<file path="src/hw/rtl/mrt_pkg.sv">
package mrt_pkg;

	localparam int TABLE_DEPTH_DEF = 16;
	localparam int SCORE_W         = 13;
	localparam int SCORE_BASE      = 10;
	localparam int RELAY_SCALE     = 243;
	localparam int HOPS_MAX        = 15;
	localparam int PURGE_MAX       = 31;
	localparam logic [31:0] TIMEOUT_RST = 32'd300000;

	typedef enum logic [2:0] {
		OP_ADD    = 3'd0,
		OP_RELAY  = 3'd1,
		OP_REMOVE = 3'd2,
		OP_LOOKUP = 3'd3,
		OP_PURGE  = 3'd4
	} op_t;

	typedef enum logic [2:0] {
		ST_OK        = 3'd0,
		ST_INVALID   = 3'd1,
		ST_WORSE     = 3'd2,
		ST_NOT_FOUND = 3'd3,
		ST_FULL      = 3'd4,
		ST_DISABLED  = 3'd5
	} status_t;

	typedef enum logic [1:0] {
		REG_ENABLED = 2'd0,
		REG_OWN_ID  = 2'd1,
		REG_TIMEOUT = 2'd2
	} reg_idx_t;

	typedef struct packed {
		logic [2:0]  op;
		logic [31:0] destination;
		logic [31:0] next_hop;
		logic [3:0]  hop_count;
		logic [7:0]  reliability;
		logic [31:0] now_ms;
	} req_t;

	typedef struct packed {
		logic [2:0]  status;
		logic [31:0] found_next_hop;
		logic [3:0]  found_hop_count;
		logic [7:0]  found_reliability;
		logic [4:0]  purged_count;
	} rsp_t;

	typedef struct packed {
		logic [31:0]               destination;
		logic [31:0]               next_hop;
		logic [3:0]                hops;
		logic [7:0]                reliability;
		logic [31:0]               last_used;
		logic signed [SCORE_W-1:0] score;
	} entry_t;

	function automatic logic signed [SCORE_W-1:0] route_score(logic [7:0] rel,
			logic [3:0] hops);
		logic signed [8:0]  rel_s;
		logic signed [4:0]  dist_s;
		logic signed [13:0] prod;
		rel_s  = $signed({1'b0, rel});
		dist_s = $signed(5'(SCORE_BASE)) - $signed({1'b0, hops});
		prod   = 14'(rel_s * dist_s);
		return prod[SCORE_W-1:0];
	endfunction

endpackage

</file>
<file path="src/hw/rtl/mesh_route_table.sv">
// Channel   Handshake          Payload             Transaction at
// request   start / busy       req                 rising edge with start high, busy low
// result    done (strobe)      rsp                 rising edge ending the done cycle
// config    wr_en              wr_index, wr_data   rising edge with wr_en high
//
// One operation per cycle: busy stays low and a request is taken every cycle.
// The result is registered at the edge after the accepting edge and is on rsp for
// the cycle that follows: input register, then one pass through the parallel
// destination compare, slot priority and score compare.
// Reset clears all valid bits at once; no clearing pass is needed.
// The receiver cannot stall; each result is shown for exactly one cycle.
module mesh_route_table #(
	parameter int TABLE_DEPTH = mrt_pkg::TABLE_DEPTH_DEF
) (
	input  logic          clk,
	input  logic          arst_n,
	input  logic          start,
	output logic          busy,
	input  mrt_pkg::req_t req,
	output logic          done,
	output mrt_pkg::rsp_t rsp,
	input  logic          wr_en,
	input  logic [1:0]    wr_index,
	input  logic [31:0]   wr_data
);
	import mrt_pkg::*;

	localparam int IDX_W = (TABLE_DEPTH > 1) ? $clog2(TABLE_DEPTH) : 1;
	localparam int CNT_W = $clog2(TABLE_DEPTH + 1);

	logic        enabled_q;
	logic [31:0] own_id_q;
	logic [31:0] timeout_q;

	logic        valid_s1;
	req_t        req_s1;

	req_t        req_in;
	logic [15:0] relay_prod;

	logic [TABLE_DEPTH-1:0] valid_q;
	logic [TABLE_DEPTH-1:0] valid_d;
	entry_t                 tbl_q [TABLE_DEPTH];

	logic [TABLE_DEPTH-1:0] match;
	logic [TABLE_DEPTH-1:0] stale;
	logic                   hit;
	logic                   free_any;
	logic [IDX_W-1:0]       match_idx;
	logic [IDX_W-1:0]       free_idx;
	logic [CNT_W-1:0]       stale_cnt;
	logic signed [SCORE_W-1:0] new_score;

	logic                   upd;
	logic [IDX_W-1:0]       upd_idx;
	logic                   refresh;
	logic [TABLE_DEPTH-1:0] clr;
	rsp_t                   rsp_d;

	assign busy = 1'b0;

	always_ff @(posedge clk or negedge arst_n) begin
		if (!arst_n) begin
			enabled_q <= 1'b0;
			own_id_q  <= '0;
			timeout_q <= TIMEOUT_RST;
		end else if (wr_en) begin
			case (wr_index)
				REG_ENABLED: enabled_q <= wr_data[0];
				REG_OWN_ID:  own_id_q  <= wr_data;
				REG_TIMEOUT: timeout_q <= wr_data;
				default: ;
			endcase
		end
	end

	// apply relay hop and reliability scaling on the way in
	always_comb begin
		relay_prod = 16'(req.reliability * 8'(RELAY_SCALE));
		req_in     = req;
		if (req.op == OP_RELAY) begin
			req_in.hop_count = (req.hop_count == 4'(HOPS_MAX)) ? 4'(HOPS_MAX) :
				req.hop_count + 4'd1;
			req_in.reliability = relay_prod[15:8];
		end
	end

	always_ff @(posedge clk or negedge arst_n) begin
		if (!arst_n) begin
			valid_s1 <= 1'b0;
		end else begin
			valid_s1 <= start && !busy;
		end
	end

	always_ff @(posedge clk) begin
		if (start && !busy) begin
			req_s1 <= req_in;
		end
	end

	always_comb begin
		match_idx = '0;
		free_idx  = '0;
		for (int i = TABLE_DEPTH - 1; i >= 0; i--) begin
			match[i] = valid_q[i] && (tbl_q[i].destination == req_s1.destination);
			stale[i] = valid_q[i] && ((req_s1.now_ms - tbl_q[i].last_used) > timeout_q);
			if (match[i]) match_idx = IDX_W'(i);
			if (!valid_q[i]) free_idx = IDX_W'(i);
		end
		hit       = |match;
		free_any  = !(&valid_q);
		stale_cnt = CNT_W'($countones(stale));
		new_score = route_score(req_s1.reliability, req_s1.hop_count);
	end

	always_comb begin
		rsp_d        = '0;
		rsp_d.status = ST_OK;
		upd          = 1'b0;
		upd_idx      = match_idx;
		refresh      = 1'b0;
		clr          = '0;
		if (!enabled_q) begin
			rsp_d.status = ST_DISABLED;
		end else begin
			case (req_s1.op)
				OP_ADD, OP_RELAY: begin
					if (req_s1.destination == own_id_q || req_s1.next_hop == '0) begin
						rsp_d.status = ST_INVALID;
					end else if (hit) begin
						if (new_score <= tbl_q[match_idx].score) begin
							rsp_d.status = ST_WORSE;
						end else begin
							upd = 1'b1;
						end
					end else if (free_any) begin
						upd     = 1'b1;
						upd_idx = free_idx;
					end else begin
						rsp_d.status = ST_FULL;
					end
				end
				OP_REMOVE: begin
					if (hit) begin
						clr[match_idx] = 1'b1;
					end else begin
						rsp_d.status = ST_NOT_FOUND;
					end
				end
				OP_LOOKUP: begin
					if (hit) begin
						refresh                 = 1'b1;
						rsp_d.found_next_hop    = tbl_q[match_idx].next_hop;
						rsp_d.found_hop_count   = tbl_q[match_idx].hops;
						rsp_d.found_reliability = tbl_q[match_idx].reliability;
					end else begin
						rsp_d.status = ST_NOT_FOUND;
					end
				end
				OP_PURGE: begin
					clr = stale;
					rsp_d.purged_count = (32'(stale_cnt) > 32'(PURGE_MAX)) ?
						5'(PURGE_MAX) : 5'(stale_cnt);
				end
				default: rsp_d.status = ST_INVALID;
			endcase
		end
	end

	always_comb begin
		valid_d = valid_q & ~clr;
		if (upd) valid_d[upd_idx] = 1'b1;
	end

	always_ff @(posedge clk or negedge arst_n) begin
		if (!arst_n) begin
			valid_q <= '0;
			done    <= 1'b0;
		end else begin
			done <= valid_s1;
			if (valid_s1) begin
				valid_q <= valid_d;
			end
		end
	end

	always_ff @(posedge clk) begin
		if (valid_s1) begin
			rsp <= rsp_d;
			if (upd) begin
				tbl_q[upd_idx].destination <= req_s1.destination;
				tbl_q[upd_idx].next_hop    <= req_s1.next_hop;
				tbl_q[upd_idx].hops        <= req_s1.hop_count;
				tbl_q[upd_idx].reliability <= req_s1.reliability;
				tbl_q[upd_idx].last_used   <= req_s1.now_ms;
				tbl_q[upd_idx].score       <= new_score;
			end else if (refresh) begin
				tbl_q[match_idx].last_used <= req_s1.now_ms;
			end
		end
	end

`ifndef SYNTHESIS
	a_done_follows: assert property (@(posedge clk) disable iff (!arst_n)
		valid_s1 |=> done)
		else $error("result strobe missing after a transaction");

	a_no_spurious_done: assert property (@(posedge clk) disable iff (!arst_n)
		!valid_s1 |=> !done)
		else $error("result strobe without a transaction");

	a_table_holds: assert property (@(posedge clk) disable iff (!arst_n)
		(!valid_s1 || !enabled_q) |=> $stable(valid_q))
		else $error("table changed without an enabled transaction");

	a_fields_clear: assert property (@(posedge clk) disable iff (!arst_n)
		(done && rsp.status != ST_OK) |-> (rsp.found_next_hop == '0 &&
			rsp.purged_count == '0))
		else $error("result fields set on a failed transaction");
`endif

endmodule
</file>
<file path="config.mk">
export PLATFORM = sky130hd
export DESIGN_NAME = mesh_route_table
export DESIGN_NICKNAME = d
export VERILOG_FILES = /design/src/hw/rtl/mrt_pkg.sv /design/src/hw/rtl/mesh_route_table.sv
export SDC_FILE = /design/constraint.sdc
export NUM_CORES = 2
export LEC_CHECK = 0
export ABC_AREA = 1
export BUFFER_PORTS_ARGS = -buffer_cell sky130_fd_sc_hd__buf_2
export CAP_MARGIN = 20
export CORE_MARGIN = 2
export CORE_UTILIZATION = 25
export CTS_BUF_LIST = sky130_fd_sc_hd__clkbuf_16
export DETAILED_ROUTE_END_ITERATION = 12
export GPL_TIMING_DRIVEN = 0
export PLACE_DENSITY = 0.43
export SLEW_MARGIN = 20
export SYNTH_ARGS = -nofsm -noshare
export SYNTH_HDL_FRONTEND = slang
export SYNTH_SLANG_ARGS = --single-unit
</file>
<file path="constraint.sdc">
create_clock -name clk -period 29.3 [get_ports clk]
set_input_delay 2.93 -clock clk [delete_from_list [all_inputs] [get_ports clk]]
set_output_delay 2.93 -clock clk [all_outputs]
set_load 0.01 [all_outputs]
</file>
======== After elaboration in Yosys (flattened, before gate mapping) ========
Memories as Yosys holds them, arrays and structs flattened.
Cells that the tools add are included.
cells by class
  add/sub/neg operators ................... 33
  multipliers ............................. 2
  div/mod/pow operators ................... 0
  $lt $le $gt $ge ......................... 21
  equal/unequal tests ..................... 25
  shift-type cells ........................ 0
  multiplexer cells ....................... 72
  bitwise logic cells ..................... 3
  reductions and logical operators ........ 48
operator list
  kind                    count
  $eq A32 B32 Y1          17
  $gt A32 B32 Y1          16
  $sub A32 B32 Y32        16
  $mux W4                 39
  $mux W121               1
  $reduce_or A121 Y1      1
  $mux W16                3
  $logic_and A1 B1 Y1     34
  $logic_not A32 Y1       1
  $pmux W16 S2            1
  $mux W1                 18
  $add A1 B1 Y2           8
  $and A16 B16 Y16        1
  $mul A8 B8 Y16 const B  1
  $not A16 Y16            1
  $or A16 B16 Y16         1
  $reduce_and A16 Y1      1
  $reduce_or A16 Y1       1
  $le A13 B13 Y1          1
  $mul A9 B5 Y13          1
  $add A2 B2 Y3           4
  $mux W12                1
  $lt A4 B5 Y1 const B    2
  $mux W3                 3
  20 further kinds        31
storage, ports and cells
  register bits ........................... 246
  bits in latches ......................... 0
  memory bits (writable) .................. 1936
  memory bits (read-only) ................. 0
  input bits .............................. 149
  output and inout port bits .............. 54
  word-level logic and storage cells ...... 222
  memories kept ........................... 1
memories
  memory  depth  bits a word  rd ports  clocked after Yosys merged registers in  wr ports  RTL line                source
  tbl_q   16     121          17        0                                        1         mesh_route_table.sv:43  entry_t tbl_q [TABLE_DEPTH];

======== Longest topological paths before layout ========
An unclocked memory read counts as a cell.
  depth in word-level cells ............... 31
  gate-level depth with buffers ........... 49

======== Worst setup path after synthesis ========
OpenSTA, ideal clock, no wires.
  path kind ............................... register to register
  start point ............................. reg req_s1[40] (netlist bit)
  end point ............................... mem tbl_q[7][0] (netlist bit) (enable)
  data arrival time ....................... 9.678 ns
  setup slack ............................. 19.083 ns
  cell stages (with the launch flop) ...... 32
  cell sequence ........................... edfxtp_1 -> clkbuf_1 -> a21oi_1 -> or2_2 -> nand2_1 -> inv_1 -> nand2_1 -> fa_1 -> fa_1 -> fa_1 -> inv_1 -> ha_1 -> a21oi_1 -> nand2_1 -> a21oi_1 -> o21bai_1 -> a21oi_1 -> o21ai_0 -> a21o_1 -> a21oi_1 -> xor2_1 -> ha_1 -> nand2_1 -> inv_1 -> nand2_1 -> o41ai_1 -> o21ai_1 -> nand4_1 -> buf_2 -> nor2_2 -> nand2_1 -> nor2_1
between the ends
  longest elaborated chain between the ends .. 13
  elaborated cells between the ends (all ways) .. 17
  classes of those cells .................. add/sub (1); mul (1); order compare (1); mux (13); reduce/logical (1)
ends and longest elaborated chain
  element                                                     RTL line                 source
  from (decl)                                                 mesh_route_table.sv:36   req_t req_s1;
  from (signal assigned)                                      mesh_route_table.sv:98   req_s1 <= req_in;
  $sub A4 B4 Y5 *                                             mrt_pkg.sv:66            dist_s = $signed(5'(SCORE_BASE)) - $signed({1'b0, hops});
  $mul A9 B5 Y13 *                                            mrt_pkg.sv:67            prod = 14'(rel_s * dist_s);
  via new_score[12]                                           mesh_route_table.sv:52   logic signed [SCORE_W-1:0] new_score;
  $le A13 B13 Y1 *                                            mesh_route_table.sv:132  if (new_score <= tbl_q[match_idx].score) begin
  $mux W1 *                                                   mesh_route_table.sv:132
  $mux W1 *                                                   mesh_route_table.sv:131  end else if (hit) begin
  $mux W1 *                                                   mesh_route_table.sv:129  if (req_s1.destination == own_id_q || req_s1.next_hop == '0) begin
  $mux W1 *                                                   mesh_route_table.sv:127  case (req_s1.op)
  $mux W1 *                                                   mesh_route_table.sv:124  if (!enabled_q) begin
  $mux W1                                                     mesh_route_table.sv:191  if (upd) begin
  $mux W1                                                     mesh_route_table.sv:189  if (valid_s1) begin
  $mux W1 (not written as such)                               mesh_route_table.sv:199  tbl_q[match_idx].last_used <= req_s1.now_ms;
  $reduce_or A121 Y1 (no source line)                         --
  $mux W4 (no source line) / $mux W2 (equally long branches)  --
  to (decl)                                                   mesh_route_table.sv:43
The timed path passes the listed nets; every way through them passes the cells marked *.

======== Worst setup path in the final report ========
  start point ............................. reg req_s1[0] (netlist bit)
  end point ............................... reg rsp[4] (netlist bit) (data pin)
between the ends
  longest elaborated chain between the ends .. 7
  elaborated cells between the ends (all ways) .. 63
  classes of those cells .................. add/sub (31); order compare (16); reduce/logical (16)
ends and longest elaborated chain
  element                                RTL line                 source
  $sub A32 B32 Y32                       mesh_route_table.sv:107  stale[i] = valid_q[i] && ((req_s1.now_ms - tbl_q[i].last_used) > timeout_q);
  $gt A32 B32 Y1                         mesh_route_table.sv:107
  $logic_and A1 B1 Y1                    mesh_route_table.sv:107
  $add A1 B1 Y2 (not written as such)    mesh_route_table.sv:113  stale_cnt = CNT_W'($countones(stale));
  $add A2 B2 Y3 (not written as such)    mesh_route_table.sv:113
  $add A3 B3 Y4 (not written as such)    mesh_route_table.sv:113
  $add A4 B4 Y5 (not written as such) *  mesh_route_table.sv:113
  to (signal assigned)                   mesh_route_table.sv:190  rsp <= rsp_d;
  to (decl)                              mesh_route_table.sv:21   output mrt_pkg::rsp_t rsp,
Mark *: on every way between the ends. The rest lies on a longest branch, timed or not.
A chain may end at the register's enable or synchronous reset.

==> results.cfg <==
[status]
status = completed

[route]
avgRoutedWirePerCell_um = 22.0
vias = 88200
finalWirelength_mm = 428
ant_nets = 0
vias_per_cell = 4.53
drc_errors = 0
drtIter0Drc = 6453
drtPass1Iterations = 5

[clocking]
cts_hold_buf = 0
numCtsBuffers = 284
cts_tree = built
clockBufferDepth = 4
clock_latency_ps = 970
cts.reportedPaths.clkPinSlew_ps = 60
cts_resized = 0
cts_sinks = 2182
cts_setup_buffers = 0
clockRootBuffer = clkbuf_16
h-tree-depth = 5

[floorplanning]
dieArea_mm2 = 0.494
core_mm2 = 0.487
io_pins = 203
row_count = 256
die_h_um = 703
initial_core_util = 0.251
die_width_um = 703

[synthesis]
syn_avg_cell_area_um2 = 10.1
synthArstFlopShare = 0.0380
synth-seq-cells = 2182
synth-main-ff-cell = edfxtp_1
synth_area_leaders = edfxtp_1 52%, ha_1 11%, nand2_1 7.0%
syn_nets = 13400
yosysTopAreaCell = edfxtp_1
syn_area_mm2 = 0.122
synth_top_area_frac = 0.516
synth_cell_type_count = 72
netlist_top_cells_count = 2265 x nand2_1, 2099 x edfxtp_1, 1737 x inv_1
netlist_instances = 12000
synth_most_common_cell = nand2_1
yosysWarningCount = 0
ys_seq_area_frac = 0.533
synth_edf_count = 2099

[sta]
fin_tns_setup_ps = 0
fmax_ghz = 0.0878
fin_crit_ps = 11390
drv_slew = 0
setup_viol = 0
worst_slew_pin_slew_ps = 1250
slew_headroom = 0.167
finClkSkew_ps = 112
post-route-period-util = 0.389
final_hold_viol_count = 0
rsz0062_at_grt = no

[worst_setup_path]
cp.required_ps = 29990
cpPeakStageDelay_ps = 1020
path_class = flip-flop to flip-flop
cp-end-kind = flip-flop
path_max_fanout = 17
crit_arrival_ps = 12080
critPathLaunchType = flip-flop
slowest_stage = edfxtp_1
crit_top_cell = fa_1

[grt]
grt_max_degree = 71
grt_overflow = 0
antenna_found_initial = 25
grt_use_total = 0.169
grt_pass1_vias = 85600
grt_pass1_wl_mm = 608

[power_and_ir_drop]
peakVddDrop_mv = 0.0591
sw_frac_of_total = 0.301
clock_power_share = 0.380
p_comb_frac = 0.192
p_int_uw = 6030
leakage_uw = 0.0613
cellPowerDensity_mw_per_mm2 = 59.5
p_seq_frac = 0.428
switchingPower_uw = 2600

[placement]
dpl.hpwl_mm = 318
globalplace.congestion = 0.843
portBuffers = 201
dp.cells = 19000

[final_layout]
nets = 14100
area_delta_synth_final_pct = 18.8
final_cells = 19500
drive_gt1_frac = 0.0924

[hold_path]
hold_path_class = flip-flop to flip-flop

[run]
drv_cap = 0
## placed cells by master (no fill, tap or decap), types with 28 or more instances in the layout
master | synthesis | layout
fa_1 | 64 | 64
clkbuf_1 | 86 | 83
clkinv_1 | 2 | 60
o2111ai_1 | 39 | 38
a211oi_1 | 58 | 57
o211ai_1 | 35 | 35
a21oi_1 | 760 | 758
clkinv_2 | 0 | 38
clkbuf_16 | 0 | 287
xor2_1 | 448 | 446
o31ai_1 | 28 | 28
dfrtp_1 | 75 | 73
nor3_1 | 78 | 77
ha_1 | 1093 | 1093
o21ai_1 | 43 | 43
o22ai_1 | 70 | 70
nand4_1 | 346 | 346
o21a_1 | 33 | 33
xnor2_1 | 278 | 277
buf_2 | 143 | 343
nand3_1 | 346 | 346
nor2_1 | 999 | 976
edfxtp_1 | 2099 | 2099
buf_8 | 0 | 103
o21ai_0 | 397 | 397
o21bai_1 | 34 | 34
nor4_1 | 78 | 72
a21o_1 | 41 | 41
or2_2 | 36 | 36
inv_2 | 32 | 63
a21boi_0 | 30 | 30
inv_1 | 1737 | 1781
nand2_1 | 2265 | 2265
buf_16 | 0 | 79
buf_12 | 0 | 50
buf_4 | 39 | 58
## per-layer routing
layer,up-vias,GRT usage,wire length [um]
met5,-,0,0
met4,0,0.0476,12700
met3,492,0.0201,18800
met2,1924,0.289,204000
met1,43000,0.224,192000
li1,42900,-,-
## state kept, by name (all words and copies together) (netlist names)
| signal | count |
|---|---|
| done | 1 |
| enabled_q | 1 |
| own_id_q | 32 |
| req_s1 | 111 |
| rsp | 52 |
| tbl_q | 1936 |
| timeout_q | 32 |
| valid_q | 16 |
| valid_s1 | 1 |
## logic make-up after synthesis
logic type | synth area share
flip-flops | 0.533
other | 0.0000307
AND/OR/NAND/NOR | 0.145
XOR/XNOR | 0.0520
buffers and inverters | 0.0660
AO/OA/AOI/OAI | 0.0817
adder cells (fa/ha/maj) | 0.122
## layout make-up
type                            instances  area [um^2]
Tap cell                             6450         8070
Timing Repair Buffer                  464         6010
Clock buffer                          287         7180
Inverter                             1772         6680
Antenna cell                           10         25.0
Multi-Input combinational cell       7813        49300
Buffer                                279         1420
Sequential cell                      2182        65100
Clock inverter                        215         1360
Fill cell                           50400       341000
## critical path, delay by kind of cell (launching register included)
family                     cells  cell delay [ps]
adders and majority gates      9             3520
and+or+nand+nor               10             3450
AOI/OAI and AO/OA             10             2170
DFF                            1             1020
buffers and inverters          5              820
xor gates and xnor gates       1              150
## worst paths after layout
| kind | start | to | slack [ps] | depth (start not counted) |
|---|---|---|---|---|
| max | req_s1[0] | rsp[4] | 17910 | 35 |
| min | timeout_q[7] | timeout_q[7] | 500 | 2 |
| max reg2reg | req_s1[0] | rsp[4] | 17910 | 35 |
| min reg2reg | timeout_q[7] | timeout_q[7] | 500 | 2 |
| max in group asynchronous | arst_n | done | 26780 | 2 |
| min in group asynchronous | arst_n | enabled_q | 1800 | 1 |
## power by group through the flow
stage	Combinational, uW	Clock, uW	Sequential [uW]
final	1660	3280	3690
after global routing	1870	3480	3700
after CTS	1680	3380	3700
after detailed placement	1670	0	3760
after global placement	1480	0	3840
after floorplan	1010	0	3730
## per-stage QoR
stage               hold slack, ps   util  worst slack, ps  total power, uW  area (um^2)
floorplan                      453      -            19080             4740       122000
global placement               468  0.270            10510             5320       131000
detailed placement             491  0.281            17150             5430       137000
CTS                            500  0.298            17070             8750       145000
global route                   520  0.298            17150             9050       145000
finish                         496  0.298            17910             8630       145000
No activity file was read; power rests on OpenSTA's default activity.
